==> src/rtl/lcc_pkg.sv <==
// ----------------------------------------------------------------------------
// lcc_pkg
// Shared types and fixed widths of the linear cross-correlation core.
// ----------------------------------------------------------------------------
`default_nettype none

package lcc_pkg;

  // Fixed payload widths of the channels
  localparam int IN_W      = 16;
  localparam int LAG_OUT_W = 6;
  localparam int CORR_W    = 42;

  // Width of a series length in a job (holds up to 64 pairs)
  localparam int LEN_W     = 7;

  // One loaded series, handed from the front to the back
  typedef struct packed {
    logic [LEN_W-1:0] len;
    logic             dropped;
  } job_t;

  // Status of the back part, seen by the front
  typedef struct packed {
    logic busy;
  } back_stat_t;

endpackage

`default_nettype wire

==> src/rtl/lcc_if.sv <==
// ----------------------------------------------------------------------------
// lcc_in_if / lcc_out_if
// Valid/ready channels carrying sample pairs in and correlation results out.
// ----------------------------------------------------------------------------
`default_nettype none

interface lcc_in_if
  import lcc_pkg::*;
  ();
  logic                   valid;
  logic                   ready;
  logic signed [IN_W-1:0] f_sample;
  logic signed [IN_W-1:0] g_sample;
  logic                   last_sample;

  modport source (output valid, output f_sample, output g_sample, output last_sample,
                  input ready);
  modport sink   (input valid, input f_sample, input g_sample, input last_sample,
                  output ready);
endinterface

interface lcc_out_if
  import lcc_pkg::*;
  ();
  logic                     valid;
  logic                     ready;
  logic [LAG_OUT_W-1:0]     lag_index;
  logic signed [CORR_W-1:0] corr_value;
  logic                     last_result;
  logic                     overflow_flag;

  modport source (output valid, output lag_index, output corr_value, output last_result,
                  output overflow_flag, input ready);
  modport sink   (input valid, input lag_index, input corr_value, input last_result,
                  input overflow_flag, output ready);
endinterface

`default_nettype wire

==> src/rtl/linear_cross_correlation_core.sv <==
// ----------------------------------------------------------------------------
// linear_cross_correlation_core
// Loads a series of sample pairs and emits the exact linear cross-correlation
// for every lag, one item per lag.
// ----------------------------------------------------------------------------
//  channel   dir  payload                                          handshake
//  samples   in   f_sample, g_sample, last_sample                  valid/ready
//  results   out  lag_index, corr_value, last_result, overflow_flag valid/ready
//
//  Loading accepts pairs back to back while samples are not held off. After
//  the last pair a series of n pairs needs n*(n+1)/2 products, one product
//  per cycle through the single multiply-accumulate pipeline while it is not
//  frozen. The job is handed over through the queue, and the data of each lag
//  passes through the store read, product and output registers.
//  Reset clears the pair count and control only; the sample stores are not cleared.
//  A result waiting at the output freezes the pipeline; samples are held off
//  while a series is queued or being worked on.
// ----------------------------------------------------------------------------
`default_nettype none

module linear_cross_correlation_core
  import lcc_pkg::*;
#(
  parameter int MAX_LEN     = 64,
  parameter int SAMPLE_BITS = 16
) (
  input  wire logic clk,
  input  wire logic rst,
  lcc_in_if.sink    samples,
  lcc_out_if.source results
);

  localparam int AW = $clog2(MAX_LEN);

  back_stat_t             back_stat;
  job_t                   job_in;
  job_t                   job_out;
  logic                   job_push;
  logic                   job_pop;
  logic                   q_full;
  logic                   q_empty;
  logic                   wr_en;
  logic [AW-1:0]          wr_addr;
  logic [SAMPLE_BITS-1:0] f_wr;
  logic [SAMPLE_BITS-1:0] g_wr;
  logic                   rd_en;
  logic [AW-1:0]          f_addr;
  logic [AW-1:0]          g_addr;
  logic [SAMPLE_BITS-1:0] f_rd;
  logic [SAMPLE_BITS-1:0] g_rd;

  lcc_front #(
    .MAX_LEN     (MAX_LEN),
    .SAMPLE_BITS (SAMPLE_BITS)
  ) u_front (
    .clk       (clk),
    .rst       (rst),
    .samples   (samples),
    .back_stat (back_stat),
    .q_full    (q_full),
    .q_empty   (q_empty),
    .job_push  (job_push),
    .job       (job_in),
    .wr_en     (wr_en),
    .wr_addr   (wr_addr),
    .f_wr      (f_wr),
    .g_wr      (g_wr)
  );

  lcc_job_queue u_queue (
    .clk     (clk),
    .rst     (rst),
    .push    (job_push),
    .job_in  (job_in),
    .pop     (job_pop),
    .job_out (job_out),
    .full    (q_full),
    .empty   (q_empty)
  );

  lcc_ram #(
    .WIDTH (SAMPLE_BITS),
    .DEPTH (MAX_LEN)
  ) u_first_store (
    .clk     (clk),
    .wr_en   (wr_en),
    .wr_addr (wr_addr),
    .wr_data (f_wr),
    .rd_en   (rd_en),
    .rd_addr (f_addr),
    .rd_data (f_rd)
  );

  lcc_ram #(
    .WIDTH (SAMPLE_BITS),
    .DEPTH (MAX_LEN)
  ) u_second_store (
    .clk     (clk),
    .wr_en   (wr_en),
    .wr_addr (wr_addr),
    .wr_data (g_wr),
    .rd_en   (rd_en),
    .rd_addr (g_addr),
    .rd_data (g_rd)
  );

  lcc_back #(
    .MAX_LEN     (MAX_LEN),
    .SAMPLE_BITS (SAMPLE_BITS)
  ) u_back (
    .clk       (clk),
    .rst       (rst),
    .job       (job_out),
    .job_avail (!q_empty),
    .job_pop   (job_pop),
    .stat      (back_stat),
    .rd_en     (rd_en),
    .f_addr    (f_addr),
    .g_addr    (g_addr),
    .f_data    (f_rd),
    .g_data    (g_rd),
    .results   (results)
  );

  // No pair may land in the stores while the engine reads them
  a_no_load_while_busy: assert property (@(posedge clk) disable iff (rst)
    !(samples.valid && samples.ready && back_stat.busy))
    else $error("sample item accepted while engine busy");

  // The job queue never takes an entry when full
  a_queue_no_overflow: assert property (@(posedge clk) disable iff (rst)
    !(job_push && q_full))
    else $error("job queue overflow");

  // The engine starts only on a job taken from the queue
  a_run_after_pop: assert property (@(posedge clk) disable iff (rst)
    $rose(back_stat.busy) |-> $past(job_pop))
    else $error("engine started without a job");

endmodule

`default_nettype wire

==> src/rtl/lcc_ram.sv <==
// ----------------------------------------------------------------------------
// lcc_ram
// Simple dual-port RAM: one write port, one read port with registered data.
// ----------------------------------------------------------------------------
`default_nettype none

module lcc_ram #(
  parameter int WIDTH = 16,
  parameter int DEPTH = 64
) (
  input  wire logic                     clk,
  input  wire logic                     wr_en,
  input  wire logic [$clog2(DEPTH)-1:0] wr_addr,
  input  wire logic [WIDTH-1:0]         wr_data,
  input  wire logic                     rd_en,
  input  wire logic [$clog2(DEPTH)-1:0] rd_addr,
  output logic      [WIDTH-1:0]         rd_data
);

  logic [WIDTH-1:0] mem [DEPTH];

  // Write port
  always_ff @(posedge clk) begin
    if (wr_en) begin
      mem[wr_addr] <= wr_data;
    end
  end

  // Registered read; data holds while rd_en is low
  always_ff @(posedge clk) begin
    if (rd_en) begin
      rd_data <= mem[rd_addr];
    end
  end

endmodule

`default_nettype wire

==> src/rtl/lcc_front.sv <==
// ----------------------------------------------------------------------------
// lcc_front
// Loader: takes sample pairs, writes them to the stores, counts them and
// queues a job when the last pair of a series arrives.
// ----------------------------------------------------------------------------
`default_nettype none

module lcc_front
  import lcc_pkg::*;
#(
  parameter int MAX_LEN     = 64,
  parameter int SAMPLE_BITS = 16
) (
  input  wire logic                       clk,
  input  wire logic                       rst,
  lcc_in_if.sink                          samples,
  input  wire back_stat_t                 back_stat,
  input  wire logic                       q_full,
  input  wire logic                       q_empty,
  output logic                            job_push,
  output job_t                            job,
  output logic                            wr_en,
  output logic [$clog2(MAX_LEN)-1:0]      wr_addr,
  output logic [SAMPLE_BITS-1:0]          f_wr,
  output logic [SAMPLE_BITS-1:0]          g_wr
);

  localparam int AW    = $clog2(MAX_LEN);
  localparam int CNT_W = $clog2(MAX_LEN + 1);

  logic [CNT_W-1:0] count;
  logic             dropped;
  logic             accept;
  logic             room;

  // Hold off new pairs while a series is queued or being worked on
  assign samples.ready = !q_full && q_empty && !back_stat.busy;
  assign accept        = samples.valid && samples.ready;
  assign room          = count < CNT_W'(MAX_LEN);

  // Take the low sample bits, or zero-extend into wider stores; narrower samples stay as raw bits, sign
  // is restored at the multiplier
  generate
    if (SAMPLE_BITS <= IN_W) begin : g_trunc
      assign f_wr = samples.f_sample[SAMPLE_BITS-1:0];
      assign g_wr = samples.g_sample[SAMPLE_BITS-1:0];
    end else begin : g_zext
      assign f_wr = {{(SAMPLE_BITS-IN_W){1'b0}}, samples.f_sample};
      assign g_wr = {{(SAMPLE_BITS-IN_W){1'b0}}, samples.g_sample};
    end
  endgenerate

  // Store write while there is room
  assign wr_en   = accept && room;
  assign wr_addr = count[AW-1:0];

  // Hand the series over on the last pair
  assign job_push    = accept && samples.last_sample;
  assign job.len     = LEN_W'(room ? count + CNT_W'(1) : count);
  assign job.dropped = dropped || !room;

  // Count pairs, mark drops, restart after the last pair
  always_ff @(posedge clk) begin
    if (rst) begin
      count   <= '0;
      dropped <= 1'b0;
    end else if (accept) begin
      if (samples.last_sample) begin
        count   <= '0;
        dropped <= 1'b0;
      end else if (room) begin
        count <= count + CNT_W'(1);
      end else begin
        dropped <= 1'b1;
      end
    end
  end

endmodule

`default_nettype wire

==> src/rtl/lcc_job_queue.sv <==
// ----------------------------------------------------------------------------
// lcc_job_queue
// Two-entry queue of series jobs between the loader and the engine.
// ----------------------------------------------------------------------------
`default_nettype none

module lcc_job_queue
  import lcc_pkg::*;
(
  input  wire logic clk,
  input  wire logic rst,
  input  wire logic push,
  input  wire job_t job_in,
  input  wire logic pop,
  output job_t      job_out,
  output logic      full,
  output logic      empty
);

  job_t       slot [2];
  logic       wr_ptr;
  logic       rd_ptr;
  logic [1:0] fill;
  logic       do_push;
  logic       do_pop;

  assign full    = fill == 2'd2;
  assign empty   = fill == 2'd0;
  assign do_push = push && !full;
  assign do_pop  = pop && !empty;
  assign job_out = slot[rd_ptr];

  // Store an entry
  always_ff @(posedge clk) begin
    if (do_push) begin
      slot[wr_ptr] <= job_in;
    end
  end

  // Advance pointers and fill level
  always_ff @(posedge clk) begin
    if (rst) begin
      wr_ptr <= 1'b0;
      rd_ptr <= 1'b0;
      fill   <= 2'd0;
    end else begin
      if (do_push) begin
        wr_ptr <= !wr_ptr;
      end
      if (do_pop) begin
        rd_ptr <= !rd_ptr;
      end
      if (do_push && !do_pop) begin
        fill <= fill + 2'd1;
      end else if (do_pop && !do_push) begin
        fill <= fill - 2'd1;
      end
    end
  end

endmodule

`default_nettype wire

==> src/rtl/lcc_back.sv <==
// ----------------------------------------------------------------------------
// lcc_back
// Correlation engine: walks every lag and index, reads both stores, runs one
// multiply-accumulate pipeline and emits one item per lag.
// ----------------------------------------------------------------------------
`default_nettype none

module lcc_back
  import lcc_pkg::*;
#(
  parameter int MAX_LEN     = 64,
  parameter int SAMPLE_BITS = 16
) (
  input  wire logic                       clk,
  input  wire logic                       rst,
  input  wire job_t                       job,
  input  wire logic                       job_avail,
  output logic                            job_pop,
  output back_stat_t                      stat,
  output logic                            rd_en,
  output logic [$clog2(MAX_LEN)-1:0]      f_addr,
  output logic [$clog2(MAX_LEN)-1:0]      g_addr,
  input  wire logic [SAMPLE_BITS-1:0]     f_data,
  input  wire logic [SAMPLE_BITS-1:0]     g_data,
  lcc_out_if.source                       results
);

  localparam int AW     = $clog2(MAX_LEN);
  localparam int CNT_W  = $clog2(MAX_LEN + 1);
  localparam int PROD_W = 2 * SAMPLE_BITS;
  localparam int ACC_W  = PROD_W + 7;
  localparam int SUM_W  = (ACC_W > CORR_W) ? ACC_W : CORR_W + 1;
  localparam logic signed [SUM_W-1:0] CORR_HI =
    {{(SUM_W-CORR_W+1){1'b0}}, {(CORR_W-1){1'b1}}};
  localparam logic signed [SUM_W-1:0] CORR_LO = ~CORR_HI;

  typedef enum logic [1:0] {
    B_IDLE = 2'b01,
    B_RUN  = 2'b10
  } back_state_t;

  // Control travelling alongside each product
  typedef struct packed {
    logic                 valid;
    logic                 first;
    logic                 last;
    logic                 last_lag;
    logic                 dropped;
    logic [LAG_OUT_W-1:0] lag;
  } tap_t;

  back_state_t state;
  logic [CNT_W-1:0] len;
  logic             dropped;
  logic [AW-1:0]    k;
  logic [AW-1:0]    i;
  logic             issue;
  logic             last_i;
  logic             last_k;
  logic             stall;
  tap_t             tap0;
  tap_t             s1;
  tap_t             s2;
  logic signed [PROD_W-1:0] prod;
  logic signed [ACC_W-1:0]  acc;
  logic signed [ACC_W-1:0]  sum_c;
  logic signed [SUM_W-1:0]  sum_w;
  logic signed [CORR_W-1:0] sat;

  logic                     out_valid;
  logic [LAG_OUT_W-1:0]     out_lag;
  logic signed [CORR_W-1:0] out_corr;
  logic                     out_last;
  logic                     out_ovf;

  // Freeze the pipeline while a finished lag waits for the output slot
  assign stall = s2.valid && s2.last && out_valid && !results.ready;

  assign job_pop   = (state == B_IDLE) && job_avail;
  assign stat.busy = state == B_RUN;

  // Issue one product a cycle while running and not stalled
  assign issue  = (state == B_RUN) && !stall;
  assign rd_en  = issue;
  assign f_addr = i + k;
  assign g_addr = i;
  assign last_i = CNT_W'(i) == len - CNT_W'(k) - CNT_W'(1);
  assign last_k = CNT_W'(k) == len - CNT_W'(1);

  assign tap0.valid    = issue;
  assign tap0.first    = i == '0;
  assign tap0.last     = last_i;
  assign tap0.last_lag = last_k;
  assign tap0.dropped  = dropped;
  assign tap0.lag      = LAG_OUT_W'(k);

  // Sequence lags and indices
  always_ff @(posedge clk) begin
    if (rst) begin
      state <= B_IDLE;
    end else begin
      case (state)
        B_IDLE: begin
          if (job_avail) begin
            state <= B_RUN;
          end
        end
        B_RUN: begin
          if (!stall && last_i && last_k) begin
            state <= B_IDLE;
          end
        end
        default: begin
          state <= B_IDLE;
        end
      endcase
    end
  end

  // Load a job, walk i inside each lag, step k at the end of the lag
  always_ff @(posedge clk) begin
    if (job_pop) begin
      len     <= CNT_W'(job.len);
      dropped <= job.dropped;
      k       <= '0;
      i       <= '0;
    end else if (issue) begin
      if (last_i) begin
        i <= '0;
        k <= k + AW'(1);
      end else begin
        i <= i + AW'(1);
      end
    end
  end

  // Pipeline control
  always_ff @(posedge clk) begin
    if (rst) begin
      s1.valid <= 1'b0;
      s2.valid <= 1'b0;
    end else if (!stall) begin
      s1 <= tap0;
      s2 <= s1;
    end
  end

  // Multiply the two store samples
  always_ff @(posedge clk) begin
    if (!stall && s1.valid) begin
      prod <= $signed(f_data) * $signed(g_data);
    end
  end

  // Accumulate along the lag
  assign sum_c = (s2.first ? '0 : acc) + ACC_W'(prod);

  always_ff @(posedge clk) begin
    if (!stall && s2.valid) begin
      acc <= sum_c;
    end
  end

  // Saturate to the result width
  always_comb begin
    sum_w = SUM_W'(sum_c);
    if (sum_w > CORR_HI) begin
      sat = CORR_HI[CORR_W-1:0];
    end else if (sum_w < CORR_LO) begin
      sat = CORR_LO[CORR_W-1:0];
    end else begin
      sat = sum_w[CORR_W-1:0];
    end
  end

  // Output register
  always_ff @(posedge clk) begin
    if (rst) begin
      out_valid <= 1'b0;
    end else if (!stall && s2.valid && s2.last) begin
      out_valid <= 1'b1;
    end else if (results.ready) begin
      out_valid <= 1'b0;
    end
  end

  always_ff @(posedge clk) begin
    if (!stall && s2.valid && s2.last) begin
      out_lag  <= s2.lag;
      out_corr <= sat;
      out_last <= s2.last_lag;
      out_ovf  <= s2.dropped;
    end
  end

  assign results.valid         = out_valid;
  assign results.lag_index     = out_lag;
  assign results.corr_value    = out_corr;
  assign results.last_result   = out_last;
  assign results.overflow_flag = out_ovf;

endmodule

`default_nettype wire
==> src/flat_wrapper.sv <==
// flat-port wrapper written by rule: the top's interface ports become plain ports
module linear_cross_correlation_core_flat import lcc_pkg::*;
#(
  parameter int MAX_LEN     = 64,
  parameter int SAMPLE_BITS = 16
)
  (clk, rst, samples_valid, samples_f_sample, samples_g_sample, samples_last_sample, samples_ready, results_valid, results_lag_index, results_corr_value, results_last_result, results_overflow_flag, results_ready);
  lcc_in_if samples_i ();
  lcc_out_if results_i ();
  input  wire logic clk;
  input  wire logic rst;
  input wire logic [$bits(samples_i.valid)-1:0] samples_valid;
  input wire logic [$bits(samples_i.f_sample)-1:0] samples_f_sample;
  input wire logic [$bits(samples_i.g_sample)-1:0] samples_g_sample;
  input wire logic [$bits(samples_i.last_sample)-1:0] samples_last_sample;
  output wire logic [$bits(samples_i.ready)-1:0] samples_ready;
  output wire logic [$bits(results_i.valid)-1:0] results_valid;
  output wire logic [$bits(results_i.lag_index)-1:0] results_lag_index;
  output wire logic [$bits(results_i.corr_value)-1:0] results_corr_value;
  output wire logic [$bits(results_i.last_result)-1:0] results_last_result;
  output wire logic [$bits(results_i.overflow_flag)-1:0] results_overflow_flag;
  input wire logic [$bits(results_i.ready)-1:0] results_ready;
  assign samples_i.valid = samples_valid;
  assign samples_i.f_sample = samples_f_sample;
  assign samples_i.g_sample = samples_g_sample;
  assign samples_i.last_sample = samples_last_sample;
  assign samples_ready = samples_i.ready;
  assign results_valid = results_i.valid;
  assign results_lag_index = results_i.lag_index;
  assign results_corr_value = results_i.corr_value;
  assign results_last_result = results_i.last_result;
  assign results_overflow_flag = results_i.overflow_flag;
  assign results_i.ready = results_ready;
  linear_cross_correlation_core #(.MAX_LEN(MAX_LEN), .SAMPLE_BITS(SAMPLE_BITS)) u_core (.clk(clk), .rst(rst), .samples(samples_i), .results(results_i));
endmodule
==> config.mk <==
export PLATFORM = sky130hd
export DESIGN_NAME = linear_cross_correlation_core_flat
export DESIGN_NICKNAME = d
export VERILOG_FILES = /design/src/rtl/lcc_pkg.sv /design/src/rtl/lcc_if.sv /design/src/rtl/linear_cross_correlation_core.sv /design/src/rtl/lcc_ram.sv /design/src/rtl/lcc_front.sv /design/src/rtl/lcc_job_queue.sv /design/src/rtl/lcc_back.sv /design/src/flat_wrapper.sv
export SDC_FILE = /design/constraint.sdc
export NUM_CORES = 2
export LEC_CHECK = 0
export ABC_AREA = 1
export BUFFER_PORTS_ARGS = -buffer_cell sky130_fd_sc_hd__buf_2
export CAP_MARGIN = 40
export CORE_ASPECT_RATIO = 1.1
export CORE_MARGIN = 3
export CORE_UTILIZATION = 38
export DETAILED_ROUTE_END_ITERATION = 8
export PLACE_DENSITY = 0.52
export SETUP_SLACK_MARGIN = 0.15
export SYNTH_ARGS = -nofsm -noshare
export SYNTH_HDL_FRONTEND = slang
export SYNTH_SLANG_ARGS = --single-unit
==> constraint.sdc <==
create_clock -name clk -period 5.8 [get_ports clk]
set_input_delay 0 -clock clk [delete_from_list [all_inputs] [get_ports clk]]
set_output_delay 0 -clock clk [all_outputs]
set_load 0.01 [all_outputs]
### Yosys cells after proc, flatten, opt, wreduce, memory -nomap -nowiden

Memories as Yosys holds them, arrays and structs flattened. A register that Yosys moved wholly into a read port is not among the register bits.
Cells that the tools add are included.

* register bits: 170
* memory bits (writable): 2064
* bits of input ports: 37
* output and inout bits: 52
* word-level logic and storage cells: 110
* memories kept: 3

* add/sub/neg operators: 10
* $mul: 1
* magnitude comparators: 3
* equality and inequality tests: 8
* muxes and demuxes: 18
* bitwise logic cells: 2
* reduce and logical (&&, ||, !) cells: 38

Memory list
* u_core.u_first_store.mem: words 64, bits a word 16, rd ports 1, clocked after memory_dff 1, wr ports 1, RTL line lcc_ram.sv:20 `logic [WIDTH-1:0] mem [DEPTH];`
* u_core.u_second_store.mem: words 64, bits a word 16, rd ports 1, clocked after memory_dff 1, wr ports 1, RTL line lcc_ram.sv:20
* u_core.u_queue.slot: words 2, bits a word 8, rd ports 1, clocked after memory_dff 1, wr ports 1, RTL line lcc_job_queue.sv:20 `job_t slot [2];`

Operator list (number)
* $gt 39x42->1 const B: 1
* $lt 39x42->1 const B: 1
* $mux 42: 1
* $add 39x39->39: 1
* $mux 39: 1
* $mul 16x16->32: 1
* $logic_and 1x1->1: 19
* $eq 6x7->1: 2
* $mux 7: 2
* $sub 7x1->7 const B: 2
* $add 6x1->6 const B: 2
* $logic_not 1->1: 10
* $mux 1: 8
* $mux 2: 4
* $reduce_and 2->1: 4
* $add 7x1->7 const B: 1
* $lt 7x7->1 const B: 1
* $sub 7x6->7: 1
* $add 6x6->6: 1
* $logic_not 6->1: 1
* $mux 6: 1
* $ne 2x2->1 const B: 3
* $eq 2x2->1 const B: 2
* $pmux 2 s2: 1
* other kinds (7): 9

### Logic depth before layout (Yosys ltp)

* word-level depth: 11
* depth in mapped cells: 26
* gate-level depth less buffers: 24

### Modules after synthesis

A second synthesis with hierarchy kept.

* cell total of the unflattened synthesis: 9625
* area total of the unflattened synthesis: 106124.3 µm²

By module, submodules not included
* lcc_ram: instances 2, cells each 3517, area each 42259.3 µm²
* lcc_back: instances 1, cells each 2408, area each 19977.9 µm²
* lcc_job_queue: instances 1, cells each 62, area each 828.3 µm²
* lcc_front: instances 1, cells each 120, area each 795.8 µm²
* linear_cross_correlation_core: instances 1, cells each 1, area each 3.8 µm²

### Worst setup path after synthesis

OpenSTA, ideal clock, no wires.

* kind: register -> register
* from: register u_core.u_first_store.rd_data[7] (read register of u_core.u_first_store.mem)
* to: register u_core.u_back.prod[21], data pin
* setup time: 0.252 ns
* arrival: 5.274 ns
* data required time: 5.548 ns
* slack: 0.273 ns
* stages on the path, launching flop included: 24
* path buffers: 2
* period minus slack after synthesis: 5.527 ns
* path through: edfxtp_1 clkbuf_1 clkbuf_1 nand2_1 fa_1 inv_1 fa_1 inv_1 fa_1 inv_1 fa_1 fa_1 inv_1 fa_1 inv_1 ha_1 a21o_1 nor2_1 nand3_1 a21oi_1 nand2b_1 nand2_1 nand2_1 nand2_1

* word-level cells in the longest chain between the ends: 1

RTL lines
* from (decl): RTL line lcc_ram.sv:17 `output logic [WIDTH-1:0] rd_data`
* $mul 16x16->32: RTL line lcc_back.sv:151 `prod <= $signed(f_data) * $signed(g_data);`
* to (signal assigned): RTL line lcc_back.sv:151
* to (decl): RTL line lcc_back.sv:64 `logic signed [PROD_W-1:0] prod;`

Every way passes these cells.
A chain may end at the register's enable or synchronous reset.

### Worst setup path in the final report

* from: register u_core.u_first_store.rd_data[15] (read register of u_core.u_first_store.mem)
* to: register u_core.u_back.prod[31], data pin

The elaborated chain is that of the path after synthesis.

==> impl_results.md <==
* Sw Share at 0.3741
* Maximum clock insertion buffer count at 3
* Register area share after synthesis at 0.6662
* Main combinational cell family by area after synthesis: compound AO/OA/AOI/OAI gates
* Count of buffers inserted at the top-level ports at slightly below 90
* Area of the mapped netlist at 102000 µm²
* Number of endpoints failing setup at the final stage at 0
* Combined global-route utilization of all metal layers at 0.2125
* Worst Setup Slack post-DPL at -0.09117 ns
* Core region area at 265800 µm²
* Overall power after layout at about 60 mW
* Critical Path Slowest Stage Cell: sky130_fd_sc_hd__fa_2
* Highest ir drop seen on vdd at roughly 1.0 mV
* Ordered cell list for the critical path: buf_4 > nand2_2 > inv_2 > fa_2 > fa_2 > buf_6 > fa_2 > inv_2 > fa_1 > inv_2 > fa_1 > fa_1 > ha_4 > a21oi_2 > o21ai_1 > a21oi_1 > o21ai_1 > nor2_1 > o21bai_1 > nand2_1
* GP Congestion at roughly 0.96
* Minimum setup slack among reg-to-reg paths at ~0.21 ns
* Period minus WS final at 5.592 ns
* Share of power burned in registers at 0.323
* Synth-to-layout area growth at 13.81%
* Total instance count after detailed placement at 11.75k
* Slew Limit Fails at 0
* Total congestion overflow after global routing at 0
* CP Capture Type: flip-flop
* CTS tree: yes
* Number of fill cells in the layout at 24.38k
* # nets final at between 8k and 9k
* Worst path buffer plus inverter count at 5
* Post-DR wirelength/cell at roughly 24 µm
* R2r worst-path depth at 20
* #FFs+latches synth at approximately 2.3k
* Die Area at 274600 µm²
* Main synth FF type: sky130_fd_sc_hd__edfxtp_1
* TritonCTS sink count at ~2.3k
* Depth of the CTS H-tree at 4
* Standby leakage power at a little over 40 nW
* Synth warn at 0
* Compound-cell area share of the yosys netlist at 0.1046
* Required time at the worst-slack endpoint at approximately 6.4 ns
* Antenna violations before repair at 10
* Detailed Route Iter0 Violations at approximately 6.4k
* Clock Tree Root: sky130_fd_sc_hd__clkbuf_16
* Effective utilization at floorplan at 0.3836
* Vias post-DR at approximately 66k
* Via/cell ratio at roughly 5.4
* Number of buffers inserted during clock tree synthesis at 229
* Global-route wire length before repair at around 440000 µm
* Unrepaired setup endpoints after global routing: true
* Simple-gate area share of the yosys netlist at 0.1036
* Worst setup skew after layout at 0.05038 ns
* Clk Latency, worst-skew pair at between 0.8 and 0.9 ns
* Worst hold start: samples_f_sample[12]
* Post-Route WL at 296400 µm
* Destination of the worst register-to-register timing path: u_core.u_back.prod[31]
* Pint at 37.40 mW
* Slew at the pin closest to its max-slew limit at approximately 0.98 ns
* Total area of sequential cells at between 60000 and 70000 µm²
* Arrival @ worst endpoint at roughly 6.2 ns
* Number of placement rows at around 200
* IO Pins at 89
* Endpoint of the worst hold path: u_core.u_first_store.mem[53][12]
* Via count of the first global-routing pass at roughly 66k
* Area of the multi-input gates at 30240 µm²
* Power density over the cells at about 510 nW/µm²
* Largest net degree at the start of global routing at about 160
* Critical path start-end classification: reg -> reg
* Multiplexer area fraction after synthesis at 0
* Sum of negative setup slack at 0 ns
* Cells after synthesis at 8388
* Async set-or-reset flop fraction in the synthesized netlist at 0
* Final design utilization at 0.4366
* Hold Path Cell Cnt at 2
* Tightest Hold Check Type: in -> reg
* Detailed-routing iteration count for the pre-antenna-repair pass at 6
* Clock power share at 0.237
* XOR/XNOR share of the synthesized area at 0.009877
* Filler-free cell count of the finished design at 12.24k
* Worst-path fanout max at 6
* Worst hold slack after final layout at ~0.11 ns
* Nets in the synthesized netlist at ~8.8k
* Clock edge transition at the registers on the reported setup and hold paths at around 0.080 ns
* Number of enable flip-flop cells after synthesis at 2243
* Average size of a mapped cell at 12.16 µm²
* Critical path depth at 20
* Horizontal die dimension at between 400 and 500 µm
* Placed wire-length estimate at approximately 180000 µm
* DRC viols at 0
* Period Utilization, post-route at 0.9642
* Dpl cell area at 107900 µm²
* Least setup slack across all paths after layout at approximately 0.21 ns
* Power share of the combinational group at 0.441
* Vertical extent of the die at ~550 µm
* Cell area after layout at around 120000 µm²
* Remaining antenna violation count at 0
* Share of layout cells above drive strength 1 at 0.1033
* Fin. Hold Viols at 0
* Start of the worst register-to-register path: u_core.u_first_store.rd_data[15]
* Netlist cell types at 57
* Critical path launch point type: flip-flop
* Fraction of the mapped netlist area in adder cells at 0.06883
* Switching Power at between 20 and 25 mW
* Largest stage delay on the critical path at around 0.6 ns
* Run status: finished, final reports clean
* Fmax achieved at between 150 and 200 MHz
* Top delay family on crit path: adder cells
* # Max-Cap Violations at 0
* Relative max-transition margin at 0.3474
## Yosys cell counts (7+ instances only)
cell type | n | area share
sky130_fd_sc_hd__nand3_1 | 397 | 0.019
sky130_fd_sc_hd__a21o_1 | 8 | 0.00059
sky130_fd_sc_hd__nand2_1 | 756 | 0.028
sky130_fd_sc_hd__clkbuf_2 | 10 | 0.00049
sky130_fd_sc_hd__o21bai_1 | 7 | 0.00052
sky130_fd_sc_hd__clkbuf_1 | 265 | 0.0098
sky130_fd_sc_hd__dfxtp_1 | 29 | 0.0057
sky130_fd_sc_hd__o211ai_1 | 103 | 0.0076
sky130_fd_sc_hd__nor2_1 | 1423 | 0.052
sky130_fd_sc_hd__inv_1 | 624 | 0.023
sky130_fd_sc_hd__nand4_1 | 25 | 0.0015
sky130_fd_sc_hd__a211oi_1 | 8 | 0.00059
sky130_fd_sc_hd__nor3_1 | 15 | 0.00074
sky130_fd_sc_hd__xnor2_1 | 39 | 0.0033
sky130_fd_sc_hd__buf_1 | 15 | 0.00055
sky130_fd_sc_hd__ha_1 | 137 | 0.017
sky130_fd_sc_hd__buf_4 | 36 | 0.0027
sky130_fd_sc_hd__fa_1 | 265 | 0.052
sky130_fd_sc_hd__or2_2 | 10 | 0.00061
sky130_fd_sc_hd__buf_2 | 173 | 0.0085
sky130_fd_sc_hd__buf_6 | 13 | 0.0014
sky130_fd_sc_hd__a21oi_1 | 150 | 0.0074
sky130_fd_sc_hd__o21ai_1 | 52 | 0.0026
sky130_fd_sc_hd__a21boi_0 | 7 | 0.00052
sky130_fd_sc_hd__xor2_1 | 71 | 0.0061
sky130_fd_sc_hd__edfxtp_1 | 2243 | 0.66
sky130_fd_sc_hd__inv_2 | 13 | 0.00048
sky130_fd_sc_hd__a31oi_1 | 7 | 0.00043
sky130_fd_sc_hd__o21ai_0 | 1060 | 0.052
sky130_fd_sc_hd__o221ai_1 | 258 | 0.022
sky130_fd_sc_hd__o22ai_1 | 126 | 0.0077
## cell type report
cell class	instances	share of cell area
Sequential cell	2272	0.5854
Antenna cell	6	0.0001294
Tap cell	3500	0.03773
Multi-Input combinational cell	4965	0.2605
Inverter	639	0.02101
Clock buffer	289	0.05204
Timing Repair Buffer	443	0.03439
Clock inverter	126	0.008764
## layer usage
metal	wire, µm	track usage	share of wire	vias up
li1	-	-	-	30170
met1	127200	0.2860	0.43	33620
met2	143700	0.3578	0.48	2000
met3	17170	0.03082	0.058	429
met4	8361	0.06219	0.028	2
met5	13	0	0.000044	-
## worst max path at each step
| stage | startpoint | slack (ns) | end |
|---|---|---|---|
| 2_1_floorplan | u_core.u_first_store.rd_data[7] | 0.27 | u_core.u_back.prod[21] |
| 4_1_cts | u_core.u_second_store.rd_data[8] | 0.16 | u_core.u_back.prod[27] |
| 3_5_place_dp | u_core.u_second_store.rd_data[15] | -0.09 | u_core.u_back.prod[25] |
| 3_3_place_gp | u_core.u_second_store.rd_data[15] | -0.08 | u_core.u_back.prod[25] |
| 5_1_grt | u_core.u_first_store.rd_data[15] | 0.0007 | u_core.u_back.prod[31] |
| 6_report | u_core.u_first_store.rd_data[15] | 0.21 | u_core.u_back.prod[31] |
## cells by family (layout without fill, tap and decap cells)
family,count (synthesis),in the layout
AO/OA/AOI/OAI,1812,1812
XOR/XNOR,112,112
adder cells (fa/ha/maj),402,402
buffers and inverters,1151,1497
flip-flops,2272,2272
other,0,6
AND/OR/NAND/NOR,2639,2639
## cells in the final DEF (no fill, tap or decap), types with 11 or more instances in the layout
cell / count
sky130_fd_sc_hd__nor2_1: 1342
sky130_fd_sc_hd__o22ai_1: 126
sky130_fd_sc_hd__dlygate4sd3_1: 44
sky130_fd_sc_hd__bufinv_16: 11
sky130_fd_sc_hd__fa_1: 259
sky130_fd_sc_hd__xor2_1: 70
sky130_fd_sc_hd__buf_12: 47
sky130_fd_sc_hd__edfxtp_1: 2243
sky130_fd_sc_hd__xnor2_1: 38
sky130_fd_sc_hd__ha_4: 15
sky130_fd_sc_hd__clkinvlp_4: 11
sky130_fd_sc_hd__inv_2: 17
sky130_fd_sc_hd__o21ai_1: 60
sky130_fd_sc_hd__buf_4: 246
sky130_fd_sc_hd__nand2_1: 744
sky130_fd_sc_hd__clkbuf_1: 55
sky130_fd_sc_hd__ha_1: 118
sky130_fd_sc_hd__nand4_1: 25
sky130_fd_sc_hd__o211ai_1: 103
sky130_fd_sc_hd__nor3_1: 11
sky130_fd_sc_hd__a21oi_1: 132
sky130_fd_sc_hd__nand3_1: 392
sky130_fd_sc_hd__nor2_4: 72
sky130_fd_sc_hd__clkinv_1: 63
sky130_fd_sc_hd__clkbuf_16: 232
sky130_fd_sc_hd__o221ai_1: 258
sky130_fd_sc_hd__nand2_2: 12
sky130_fd_sc_hd__dfxtp_1: 26
sky130_fd_sc_hd__buf_2: 88
sky130_fd_sc_hd__clkinv_2: 28
sky130_fd_sc_hd__o21ai_0: 1050
sky130_fd_sc_hd__inv_1: 615
sky130_fd_sc_hd__a21oi_2: 20
## sequential cells by signal, summed over array words and instances (netlist names), 11 cells and up
name                              flops
u_core.u_first_store.mem           1024
u_core.u_second_store.mem          1024
u_core.u_back.results.corr_value     40
u_core.u_back.acc                    39
u_core.u_back.prod                   32
u_core.u_first_store.rd_data         16
u_core.u_queue.slot                  16
u_core.u_second_store.rd_data        16
u_core.u_back.s1                     11
u_core.u_back.s2                     11
## power groups by stage
stage | Combinational [mW] | Sequential (mW) | Clock [mW]
floorplan | 15.4 | 19.5 | 0
global placement | 23.0 | 19.6 | 0
detailed placement | 23.1 | 19.6 | 0
CTS | 23.4 | 19.3 | 14.4
global route | 29.5 | 19.3 | 15.0
finish | 26.3 | 19.3 | 14.1
## timing repair
action | CTS | global route
hold buffers | 44 | 0
resized for setup | 10 | 98
gates cloned | 0 | 0
pin swaps | 0 | 20
endpoints found under the setup margin | 15 | 17
setup buffers | 10 | 12
endpoints found under the hold margin | 2124 | 0
Note: power is estimated with default switching activity, not from simulation.
